--- config.mk ---
export PLATFORM = sky130hd
export DESIGN_NAME = bar_graph_yuv_pixel_shader_top
export DESIGN_NICKNAME = d
export VERILOG_FILES = /design/src/design/bgys_pkg.sv /design/src/design/bgys_front.sv /design/src/design/bgys_queue.sv /design/src/design/bgys_back.sv /design/src/design/bar_graph_yuv_pixel_shader_top.sv
export SDC_FILE = /design/constraint.sdc
export NUM_CORES = 2
export LEC_CHECK = 0
export BUFFER_PORTS_ARGS = -buffer_cell sky130_fd_sc_hd__buf_2
export CORE_MARGIN = 5
export CORE_UTILIZATION = 49
export CTS_BUF_LIST = sky130_fd_sc_hd__clkbuf_16
export CTS_CLUSTER_DIAMETER = 120
export CTS_CLUSTER_SIZE = 14
export DETAILED_ROUTE_END_ITERATION = 10
export HOLD_SLACK_MARGIN = 0.02
export PLACE_DENSITY = 0.71
export RECOVER_POWER = 25
export SETUP_SLACK_MARGIN = 0.15
export SLEW_MARGIN = 0
export SYNTH_ARGS = -nofsm -noshare
export SYNTH_HDL_FRONTEND = slang
export SYNTH_SLANG_ARGS = --single-unit
--- constraint.sdc ---
create_clock -name clk -period 16.9 [get_ports clk]
set_input_delay 5.07 -clock clk [delete_from_list [all_inputs] [get_ports clk]]
set_output_delay 5.07 -clock clk [all_outputs]
set_load 0.01 [all_outputs]
--- src/design/bgys_pkg.sv ---
`timescale 1ns / 1ps

package bgys_pkg;

	localparam int unsigned QUEUE_DEPTH = 4;
	localparam int unsigned QPTR_W = $clog2(QUEUE_DEPTH);
	localparam int unsigned EXCESS_W = 26;

	localparam logic [1:0] REG_BAR_HEIGHT = 2'd0;
	localparam logic [1:0] REG_RECIPROCAL = 2'd1;
	localparam logic [1:0] REG_PIXEL_FORMAT = 2'd2;

	localparam logic [1:0] FMT_YUV444 = 2'd0;
	localparam logic [1:0] FMT_YUV422 = 2'd1;

	localparam logic [7:0] BLACK_LUMA = 8'd16;
	localparam logic [7:0] BLACK_CHROMA = 8'd128;

	typedef struct packed {
		logic [9:0]  row_index;
		logic        column_is_odd;
		logic [15:0] bar_level;
		logic [23:0] level_reciprocal;
		logic [7:0]  color_luma;
		logic [7:0]  color_cb;
		logic [7:0]  color_cr;
	} pixel_t;

	typedef struct packed {
		logic [7:0] luma_out;
		logic [7:0] cb_out;
		logic [7:0] cr_out;
		logic       chroma_valid;
	} shade_t;

	typedef struct packed {
		logic [10:0] bar_height;
		logic [15:0] reciprocal_bar_height;
		logic [1:0]  pixel_format;
	} cfg_t;

	typedef struct packed {
		logic [EXCESS_W-1:0] excess;
		logic [23:0]         rcp;
		logic [7:0]          luma;
		logic [7:0]          cb;
		logic [7:0]          cr;
		logic                chroma_valid;
	} work_t;

	typedef struct packed {
		logic full;
		logic empty;
	} q_status_t;

endpackage

--- src/design/bgys_front.sv ---
`timescale 1ns / 1ps

module bgys_front (
	input  logic            clk,
	input  logic            arst_n,
	input  bgys_pkg::cfg_t   cfg,
	input  logic            pixel_valid,
	output logic            pixel_stall,
	input  bgys_pkg::pixel_t pixel,
	output logic            work_valid,
	input  logic            work_ready,
	output bgys_pkg::work_t  work
);

	logic                   valid_s1;
	bgys_pkg::pixel_t       pix_s1;
	logic signed [28:0]     thr_s1;
	logic                   valid_s2;
	bgys_pkg::work_t        work_s2;

	logic                   ready_s1;
	logic                   ready_s2;
	logic signed [11:0]     row_dist;
	logic signed [16:0]     rbh_s;
	logic signed [28:0]     thr;
	logic signed [28:0]     level_s;
	logic signed [28:0]     diff;
	logic                   cvalid;
	bgys_pkg::work_t        work_d;

	assign ready_s2 = !valid_s2 || work_ready;
	assign ready_s1 = !valid_s1 || ready_s2;
	assign pixel_stall = !ready_s1;

	assign row_dist = $signed({1'b0, cfg.bar_height}) - $signed({2'b0, pixel.row_index});
	assign rbh_s = $signed({1'b0, cfg.reciprocal_bar_height});
	assign thr = row_dist * rbh_s;

	assign level_s = $signed({13'b0, pix_s1.bar_level});
	assign diff = level_s - thr_s1;

	always_comb begin
		unique case (cfg.pixel_format)
			bgys_pkg::FMT_YUV444: cvalid = 1'b1;
			bgys_pkg::FMT_YUV422: cvalid = !pix_s1.column_is_odd;
			default: cvalid = !pix_s1.column_is_odd && !pix_s1.row_index[0];
		endcase
	end

	// at or below the threshold the distance is zero, which shades black
	always_comb begin
		work_d.excess = (level_s > thr_s1) ? diff[bgys_pkg::EXCESS_W-1:0] : '0;
		work_d.rcp = pix_s1.level_reciprocal;
		work_d.luma = pix_s1.color_luma;
		work_d.cb = pix_s1.color_cb;
		work_d.cr = pix_s1.color_cr;
		work_d.chroma_valid = cvalid;
	end

	always_ff @(posedge clk or negedge arst_n) begin
		if (!arst_n) begin
			valid_s1 <= 1'b0;
			valid_s2 <= 1'b0;
		end else begin
			if (ready_s1) begin
				valid_s1 <= pixel_valid;
			end
			if (ready_s2) begin
				valid_s2 <= valid_s1;
			end
		end
	end

	always_ff @(posedge clk) begin
		if (ready_s1 && pixel_valid) begin
			pix_s1 <= pixel;
			thr_s1 <= thr;
		end
		if (ready_s2 && valid_s1) begin
			work_s2 <= work_d;
		end
	end

	assign work_valid = valid_s2;
	assign work = work_s2;

endmodule

--- src/design/bgys_queue.sv ---
`timescale 1ns / 1ps

module bgys_queue (
	input  logic                clk,
	input  logic                arst_n,
	input  logic                push_valid,
	output logic                push_ready,
	input  bgys_pkg::work_t      push_data,
	input  logic                pop,
	output bgys_pkg::work_t      head,
	output bgys_pkg::q_status_t  status
);

	bgys_pkg::work_t                  mem [bgys_pkg::QUEUE_DEPTH];
	logic [bgys_pkg::QPTR_W-1:0]      wr_ptr_q;
	logic [bgys_pkg::QPTR_W-1:0]      rd_ptr_q;
	logic [bgys_pkg::QPTR_W:0]        count_q;
	logic                             push;

	assign status.full = (count_q == (bgys_pkg::QPTR_W + 1)'(bgys_pkg::QUEUE_DEPTH));
	assign status.empty = (count_q == '0);
	assign push_ready = !status.full;
	assign push = push_valid && !status.full;
	assign head = mem[rd_ptr_q];

	always_ff @(posedge clk or negedge arst_n) begin
		if (!arst_n) begin
			wr_ptr_q <= '0;
			rd_ptr_q <= '0;
			count_q <= '0;
		end else begin
			if (push) begin
				wr_ptr_q <= wr_ptr_q + 1'b1;
			end
			if (pop) begin
				rd_ptr_q <= rd_ptr_q + 1'b1;
			end
			if (push && !pop) begin
				count_q <= count_q + 1'b1;
			end else if (pop && !push) begin
				count_q <= count_q - 1'b1;
			end
		end
	end

	always_ff @(posedge clk) begin
		if (push) begin
			mem[wr_ptr_q] <= push_data;
		end
	end

endmodule

--- src/design/bgys_back.sv ---
`timescale 1ns / 1ps

module bgys_back (
	input  logic                clk,
	input  logic                arst_n,
	input  bgys_pkg::q_status_t  q_status,
	input  bgys_pkg::work_t      head,
	output logic                pop,
	output logic                shade_valid,
	input  logic                shade_stall,
	output bgys_pkg::shade_t     shade
);

	localparam logic [32:0] ONE_Q32 = 33'h1_0000_0000;

	function automatic logic [7:0] blend(logic [32:0] mul, logic [7:0] color,
			logic [7:0] black);
		logic signed [8:0]  dc;
		logic signed [43:0] acc;
		dc = $signed({1'b0, color}) - $signed({1'b0, black});
		acc = $signed({1'b0, mul}) * dc;
		acc = acc + $signed({4'b0, black, 32'h8000_0000});
		return acc[39:32];
	endfunction

	logic            valid_s1;
	logic [49:0]     prod_s1;
	bgys_pkg::work_t work_s1;
	logic            valid_s2;
	bgys_pkg::shade_t shade_s2;

	logic            ready_s1;
	logic            ready_s2;
	logic [32:0]     mul;
	bgys_pkg::shade_t shade_d;

	assign ready_s2 = !valid_s2 || !shade_stall;
	assign ready_s1 = !valid_s1 || ready_s2;
	assign pop = !q_status.empty && ready_s1;

	assign mul = (prod_s1 > 50'(ONE_Q32)) ? ONE_Q32 : prod_s1[32:0];

	always_comb begin
		shade_d.luma_out = blend(mul, work_s1.luma, bgys_pkg::BLACK_LUMA);
		shade_d.cb_out = work_s1.chroma_valid ?
			blend(mul, work_s1.cb, bgys_pkg::BLACK_CHROMA) : bgys_pkg::BLACK_CHROMA;
		shade_d.cr_out = work_s1.chroma_valid ?
			blend(mul, work_s1.cr, bgys_pkg::BLACK_CHROMA) : bgys_pkg::BLACK_CHROMA;
		shade_d.chroma_valid = work_s1.chroma_valid;
	end

	always_ff @(posedge clk or negedge arst_n) begin
		if (!arst_n) begin
			valid_s1 <= 1'b0;
			valid_s2 <= 1'b0;
		end else begin
			if (ready_s1) begin
				valid_s1 <= !q_status.empty;
			end
			if (ready_s2) begin
				valid_s2 <= valid_s1;
			end
		end
	end

	always_ff @(posedge clk) begin
		if (pop) begin
			prod_s1 <= 50'(head.excess) * 50'(head.rcp);
			work_s1 <= head;
		end
		if (ready_s2 && valid_s1) begin
			shade_s2 <= shade_d;
		end
	end

	assign shade_valid = valid_s2;
	assign shade = shade_s2;

endmodule

--- src/design/bar_graph_yuv_pixel_shader_top.sv ---
`timescale 1ns / 1ps

// Shades one bar graph pixel per beat at a sustained rate of one pixel per clock while
// shade_stall is low; the back's output register drives shade.
// The front computes the row threshold (one 12x17 multiply) and the distance above it;
// a four-beat queue decouples it from the back, which forms the 26x24 blend factor in one
// stage, then saturates it and blends Y, and U and V where chroma is valid, in the next.
// Registers (cfg_index): 0 bar height, clamped to MAX_BAR_HEIGHT on write; 1 reciprocal of
// bar height, Q0.16; 2 chroma layout, 0 yuv444, 1 yuv422, 2 or 3 yuv420. Writes are
// always taken and must be made only while no pixel is in flight.
module bar_graph_yuv_pixel_shader_top #(
	parameter int unsigned MAX_BAR_HEIGHT = 1024
) (
	input  logic             clk,
	input  logic             arst_n,
	input  logic             cfg_valid,
	output logic             cfg_ready,
	input  logic [1:0]       cfg_index,
	input  logic [15:0]      cfg_data,
	input  logic             pixel_valid,
	output logic             pixel_stall,
	input  bgys_pkg::pixel_t  pixel,
	output logic             shade_valid,
	input  logic             shade_stall,
	output bgys_pkg::shade_t  shade
);

	bgys_pkg::cfg_t      cfg_q;
	logic                work_valid;
	logic                work_ready;
	bgys_pkg::work_t     work;
	logic                q_pop;
	bgys_pkg::work_t     q_head;
	bgys_pkg::q_status_t q_status;
	logic                q_push;

	assign cfg_ready = 1'b1;

	always_ff @(posedge clk or negedge arst_n) begin
		if (!arst_n) begin
			cfg_q.bar_height <= 11'd2;
			cfg_q.reciprocal_bar_height <= 16'd32768;
			cfg_q.pixel_format <= bgys_pkg::FMT_YUV444;
		end else if (cfg_valid && cfg_ready) begin
			unique case (cfg_index)
				bgys_pkg::REG_BAR_HEIGHT: begin
					if ({21'b0, cfg_data[10:0]} > 32'(MAX_BAR_HEIGHT)) begin
						cfg_q.bar_height <= 11'(MAX_BAR_HEIGHT);
					end else begin
						cfg_q.bar_height <= cfg_data[10:0];
					end
				end
				bgys_pkg::REG_RECIPROCAL: cfg_q.reciprocal_bar_height <= cfg_data;
				bgys_pkg::REG_PIXEL_FORMAT: cfg_q.pixel_format <= cfg_data[1:0];
				default: ;
			endcase
		end
	end

	bgys_front u_front (
		.clk         (clk),
		.arst_n      (arst_n),
		.cfg         (cfg_q),
		.pixel_valid (pixel_valid),
		.pixel_stall (pixel_stall),
		.pixel       (pixel),
		.work_valid  (work_valid),
		.work_ready  (work_ready),
		.work        (work)
	);

	bgys_queue u_queue (
		.clk        (clk),
		.arst_n     (arst_n),
		.push_valid (work_valid),
		.push_ready (work_ready),
		.push_data  (work),
		.pop        (q_pop),
		.head       (q_head),
		.status     (q_status)
	);

	bgys_back u_back (
		.clk         (clk),
		.arst_n      (arst_n),
		.q_status    (q_status),
		.head        (q_head),
		.pop         (q_pop),
		.shade_valid (shade_valid),
		.shade_stall (shade_stall),
		.shade       (shade)
	);

	assign q_push = work_valid && work_ready;

	a_chroma_neutral: assert property (@(posedge clk) disable iff (!arst_n)
		shade_valid && !shade.chroma_valid |->
			shade.cb_out == bgys_pkg::BLACK_CHROMA && shade.cr_out == bgys_pkg::BLACK_CHROMA)
		else $error("chroma not neutral on a pixel without chroma");

	a_no_overflow: assert property (@(posedge clk) disable iff (!arst_n)
		q_status.full |-> !q_push)
		else $error("queue pushed while full");

	a_no_underflow: assert property (@(posedge clk) disable iff (!arst_n)
		q_pop |-> !q_status.empty)
		else $error("queue popped while empty");

	a_full_not_empty: assert property (@(posedge clk) disable iff (!arst_n)
		!(q_status.full && q_status.empty))
		else $error("queue status inconsistent");

endmodule

Word level (Yosys, flattened, before mapping)
Memory sizes are Yosys's and may differ from the RTL's.
Index checks and enable logic that the tools add are counted.

operators by class
  add/subtract/negate cells = 12
  multipliers = 5
  magnitude comparators = 3
  eq/ne operators = 4
  multiplexer cells = 7
  reductions and logical operators = 31

operators by type and width
  operator                  count
  $mul A34 B9 Y40           3
  $add A40 B40 Y40 const B  2
  $gt A50 B33 Y1 const B    1
  $mul A26 B24 Y50          1
  $add A40 B38 Y40 const B  1
  $mux W33                  1
  $gt A17 B29 Y1            1
  $mul A12 B17 Y29          1
  $sub A17 B26 Y26          1
  $sub A8 B8 Y9 const B     2
  $logic_not A1 Y1          12
  $sub A11 B10 Y12          1
  $gt A11 B11 Y1 const B    1
  $mux W11                  1
  $sub A8 B5 Y9 const B     1
  $logic_and A1 B1 Y1       8
  $mux W3                   2
  $reduce_and A2 Y1         3
  $add A2 B1 Y2 const B     2
  $eq A2 B1 Y1 const B      2
  $logic_not A2 Y1          2
  $logic_or A1 B1 Y1        4
  $add A3 B1 Y3 const B     1
  $eq A3 B3 Y1 const B      1
  6 further kinds           7

storage, ports and cells
  bits in registers = 310
  RAM bits = 300
  input bits = 98
  output and inout port bits = 28
  word-level logic and storage cells = 96
  memories = 1

memories
  memory       words  width  rd ports  clocked after memory_dff  wr ports  line              source
  u_queue.mem  4      75     1         0                         1         bgys_queue.sv:14  bgys_pkg::work_t mem [bgys_pkg::QUEUE_DEPTH];

Depth between registers and ports, before layout
  depth after elaboration = 7
  mapped depth = 33
  gate-level depth less buffers = 32

By module
From an unflattened synthesis, not the netlist that was laid out.

second synthesis, totals
  cell total of the unflattened synthesis = 6,842
  area, all modules = 73,790.8 µm²

modules (own cells, without submodules)
  module                          times used  cells each  area an instance (µm²)  seq. area each (µm²)
  bgys_back                       1           5,095       47,774.6                3,052.9
  bgys_front                      1           1,242       13,519.2                5,154.9
  bgys_queue                      1           429         11,263.3                9,183.8
  bar_graph_yuv_pixel_shader_top  1           76          1,233.7                 728.2

Worst setup path after synthesis
Ideal clock, no wire load.

  kind = input-to-reg
  start = input port pixel[65] (netlist name)
  end = register u_front.thr_s1[27], data pin
  library setup time = 257 ps
  arrival = 11,973 ps
  data required time = 16,643 ps
  path slack = 4,669 ps
  stages on the path = 29
  path buffers = 1
  path through = ha_1 > inv_1 > fa_1 > a21o_1 > a21oi_1 > o21ai_0 > a21oi_1 > o21bai_1 > a21oi_1 > nand3b_1 > o311a_1 > clkbuf_1 > nand2_1 > fa_1 > fa_1 > fa_1 > fa_1 > fa_1 > inv_1 > ha_1 > a21o_1 > a21o_1 > a21o_1 > a221oi_4 > nor3_2 > or3_1 > a41o_1 > o41a_1 > xor2_1

on the way
  longest elaborated chain between the ends = 2

RTL lines
  element                    line                                  source
  from (decl)                bar_graph_yuv_pixel_shader_top.sv:22  input bgys_pkg::pixel_t pixel,
  $sub A11 B10 Y12           bgys_front.sv:35                      assign row_dist = $signed({1'b0, cfg.bar_height}) - $signed({2'b0, pixel.row_index});
  $mul A12 B17 Y29           bgys_front.sv:37                      assign thr = row_dist * rbh_s;
  named net u_front.thr[27]  bgys_front.sv:25                      logic signed [28:0] thr;
  to (signal assigned)       bgys_front.sv:77                      thr_s1 <= thr;
  to (decl)                  bgys_front.sv:17                      logic signed [28:0] thr_s1;

The timed path passes the listed nets, and every way through them passes these cells.
A chain may end at the register's enable or synchronous reset.

Worst setup path after layout
Ends and elaborated chain as after synthesis.

==> impl_metrics.py <==
metrics = {
    "synth": {
        "yosysTopAreaCellShare_pct": 36.1,
        "syn_area_sq_um": 73300,
        "syn_avg_cell_area_sq_um": 10.6,
        "synth_top_area_cell": "fa_1",
        "synthFlopType": "edfxtp_1",
        "synth_fp_nets": 8847,
        "ys_top_cells_by_area": "fa_1 (36%), edfxtp_1 (23%), ha_1 (9.2%)",
        "synth_edf_count": 570,
        "synth_seq_cells": 610,
        "synth_cell_type_count": 84,
        "ys_seq_area_share_pct": 24.7,
        "ys_async_sr_fraction_pct": 6.56,
        "yosys_warnings": 0,
        "syn-instance-count": 6887,
    },
    "final_layout": {
        "antennaDiodeCount": 0,
        "final_common_cell": "fa_1",
        "nFillCells": 12900,
        "drive_gt1_share_pct": 6.15,
        "num-nets-final": 8768,
        "final_cell_mix": "fa_1 (1321), inv_1 (1196), nand2_1 (965)",
        "area_growth_pct": 5.56,
    },
    "die": {
        "dieArea_sq_um": 157000,
        "rows": 142,
        "die-height_um": 397,
        "core_area_sq_um": 149000,
        "initial_core_util_pct": 49.1,
        "die_w_um": 397,
        "io_pins": 126,
    },
    "route": {
        "via_count": 48100,
        "drtIter0Drc": 2888,
        "ant_nets": 0,
        "drt-pass1-iter-count": 6,
        "drc": 0,
        "wl_per_cell_um": 19.6,
        "viasPerCell": 5.48,
        "wl_um": 172000,
    },
    "sta": {
        "min_period_ns": 12.45,
        "worst_clock_skew_ns": 0.0398,
        "setup_viol": 0,
        "worst_slack_ns": 4.45,
        "slew_violations": 0,
        "fin_crit_sh_pct": 73.6,
        "max_slew_margin_pct": 11.2,
        "tightest_slew_ns": 1.32,
        "hold_viol_final": 0,
        "fmax_ghz": 0.0804,
        "fin_tns_setup_ns": 0,
        "grt_setup_unrepaired": "false",
    },
    "worst_setup_path": {
        "cp_common_cell": "fa_1",
        "worstPathRequired_ns": 17.31,
        "worstPathArrival_ns": 12.86,
        "critPathSlowestCell": "o311a_1",
        "cp-end-kind": "flop",
        "path_class": "input port to flop",
        "worst_path_largest_cell_delay_ns": 0.56,
        "worstSetupStartpoint": "pixel[65]",
        "startpoint_type": "input port",
        "critical_path.max_fanout": 16,
        "r2r-start": "u_queue.rd_ptr_q[0]",
    },
    "clocking": {
        "path_clk_slew_ns": 0.07,
        "cts_resized": 0,
        "post_cts_buffers": 0,
        "clock_path_buffers": 3,
        "cts_sinks": 610,
        "cts_hold_buf": 0,
        "cts_root_buf": "clkbuf_16",
        "ctsHtreeMaxLevel": 2,
        "cts_buffers": 53,
        "insertion_delay_ns": 0.67,
        "cts_tree": "yes",
    },
    "outcome": {
        "status": "finished clean",
    },
    "global_route": {
        "grt.overflow.total": 0,
        "antenna_found_initial": 2,
        "grt_use_total_pct": 22.5,
        "grt_max_degree": 66,
        "grt_pass1_wl_um": 283000,
        "grt_pass1_vias": 52900,
    },
    "placed_design": {
        "place_hpwl_um": 132000,
        "place_ws_ns": 3.82,
        "port_buffers": 124,
        "place.gp.congestion": 0.884,
    },
    "hold_path": {
        "min_path_type": "flop to flop",
        "hold_start": "u_front.pix_s1[40]",
    },
    "flow_run": {
        "cap_violations": 0,
    },
}
-- state kept, by name, indices dropped and copies added, names as in the netlist --
signal and count:
u_back.valid_s1 1, u_front.work 75, u_front.valid_s1 1, u_queue.count_q 3, u_queue.rd_ptr_q 2, u_back.shade_d 1
u_queue.mem 300, u_back.work_s1 24, cfg_q 29, u_front.pix_s1 50, u_front.level_s 16, u_queue.wr_ptr_q 2
u_back.shade 25, u_front.work_valid 1, u_front.thr_s1 29, u_back.shade_valid 1, u_back.prod_s1 50
-- worst paths after layout --
path	end	slack, ns	cells after the start
setup / recovery	u_front.thr_s1[27]	4.45	30
hold / removal	u_front.work[41]	0.41	0
setup reg to reg	u_back.prod_s1[49]	6.46	26
hold reg to reg	u_front.work[41]	0.41	0
max in group asynchronous	u_queue.rd_ptr_q[1]	11.69	1
min in group asynchronous	cfg_q[5]	4.54	1
-- critical path, delay by kind of cell --
kind | cells | cell delay [ns]
fa+ha+maj | 8 | 3.30
xor+xnor | 1 | 0.14
buf+inv | 4 | 0.23
compound gates | 13 | 3.29
simple gates | 4 | 0.83
-- kinds of logic (layout without fill, tap and decap cells) --
family / after synthesis / after routing / synth area share [%]
XOR/XNOR: 126 / 126 / 1.51
AO/OA/AOI/OAI: 468 / 468 / 4.33
adder cells (fa/ha/maj): 1862 / 1862 / 45.3
AND/OR/NAND/NOR: 2190 / 2190 / 13.7
flip-flops: 610 / 610 / 24.7
multiplexers: 125 / 125 / 2.64
buffers and inverters: 1505 / 1461 / 7.73
other: 1 / 1 / 0.00512
-- per-layer routing --
| metal | wire length [um] | GRT usage (%) | vias up |
|---|---|---|---|
| met5 | 0 | 0 | - |
| met2 | 84500 | 38.7 | 1623 |
| met4 | 7040 | 8.43 | 0 |
| met1 | 69000 | 29.1 | 24800 |
| li1 | - | - | 21400 |
| met3 | 11500 | 3.37 | 326 |
-- synthesized netlist by cell type, types with 8 or more instances --
| cell type | n |
|---|---|
| fa_1 | 1321 |
| inv_1 | 1171 |
| nand2_1 | 965 |
| edfxtp_1 | 570 |
| ha_1 | 541 |
| nor2_1 | 472 |
| and2_1 | 398 |
| clkbuf_1 | 296 |
| a21oi_1 | 104 |
| a21o_1 | 86 |
| xnor2_1 | 85 |
| nand2b_1 | 66 |
| o21ai_0 | 61 |
| and3_1 | 55 |
| nor3_1 | 53 |
| mux4_2 | 50 |
| mux2_2 | 46 |
| xor2_1 | 41 |
| nor2b_1 | 40 |
| o21a_1 | 39 |
| dfrtp_1 | 38 |
| nand3_1 | 31 |
| buf_1 | 30 |
| o21ai_1 | 30 |
| mux2i_1 | 29 |
| or2_2 | 25 |
| nand4_1 | 24 |
| nor4_1 | 19 |
| a211oi_1 | 18 |
| a31oi_1 | 15 |
| or3_1 | 15 |
| o21bai_1 | 13 |
| o211ai_1 | 12 |
| a221oi_1 | 9 |
| a21boi_1 | 8 |
-- metrics by stage --
stage / instances / instance area (sq um) / hold slack (ns) / utilization [%]
6_report: 8787 / 77400 / 0.413 / 51.8
5_1_grt: 8787 / 77400 / 0.427 / 51.8
4_1_cts: 8787 / 77400 / 0.418 / 51.8
3_5_place_dp: 8697 / 75700 / 0.405 / 50.7
3_3_place_gp: 8697 / 75700 / 0.402 / 50.7
2_1_floorplan: 6887 / 73300 / 0.400 / -
-- area by class of cell --
cell class | count | area (sq um) | share of cell area (%)
multi-input cells | 4772 | 49600 | 64.1
well taps | 1944 | 2430 | 3.14
clock buffers | 53 | 1330 | 1.71
repair buffers | 199 | 1180 | 1.53
clock inverters | 37 | 298 | 0.385
inverters | 1172 | 4400 | 5.69
flip-flops and latches | 610 | 18100 | 23.4
Power is not shown: default switching activity piles up to over one toggle a cycle in this logic, so the estimate is an artifact.
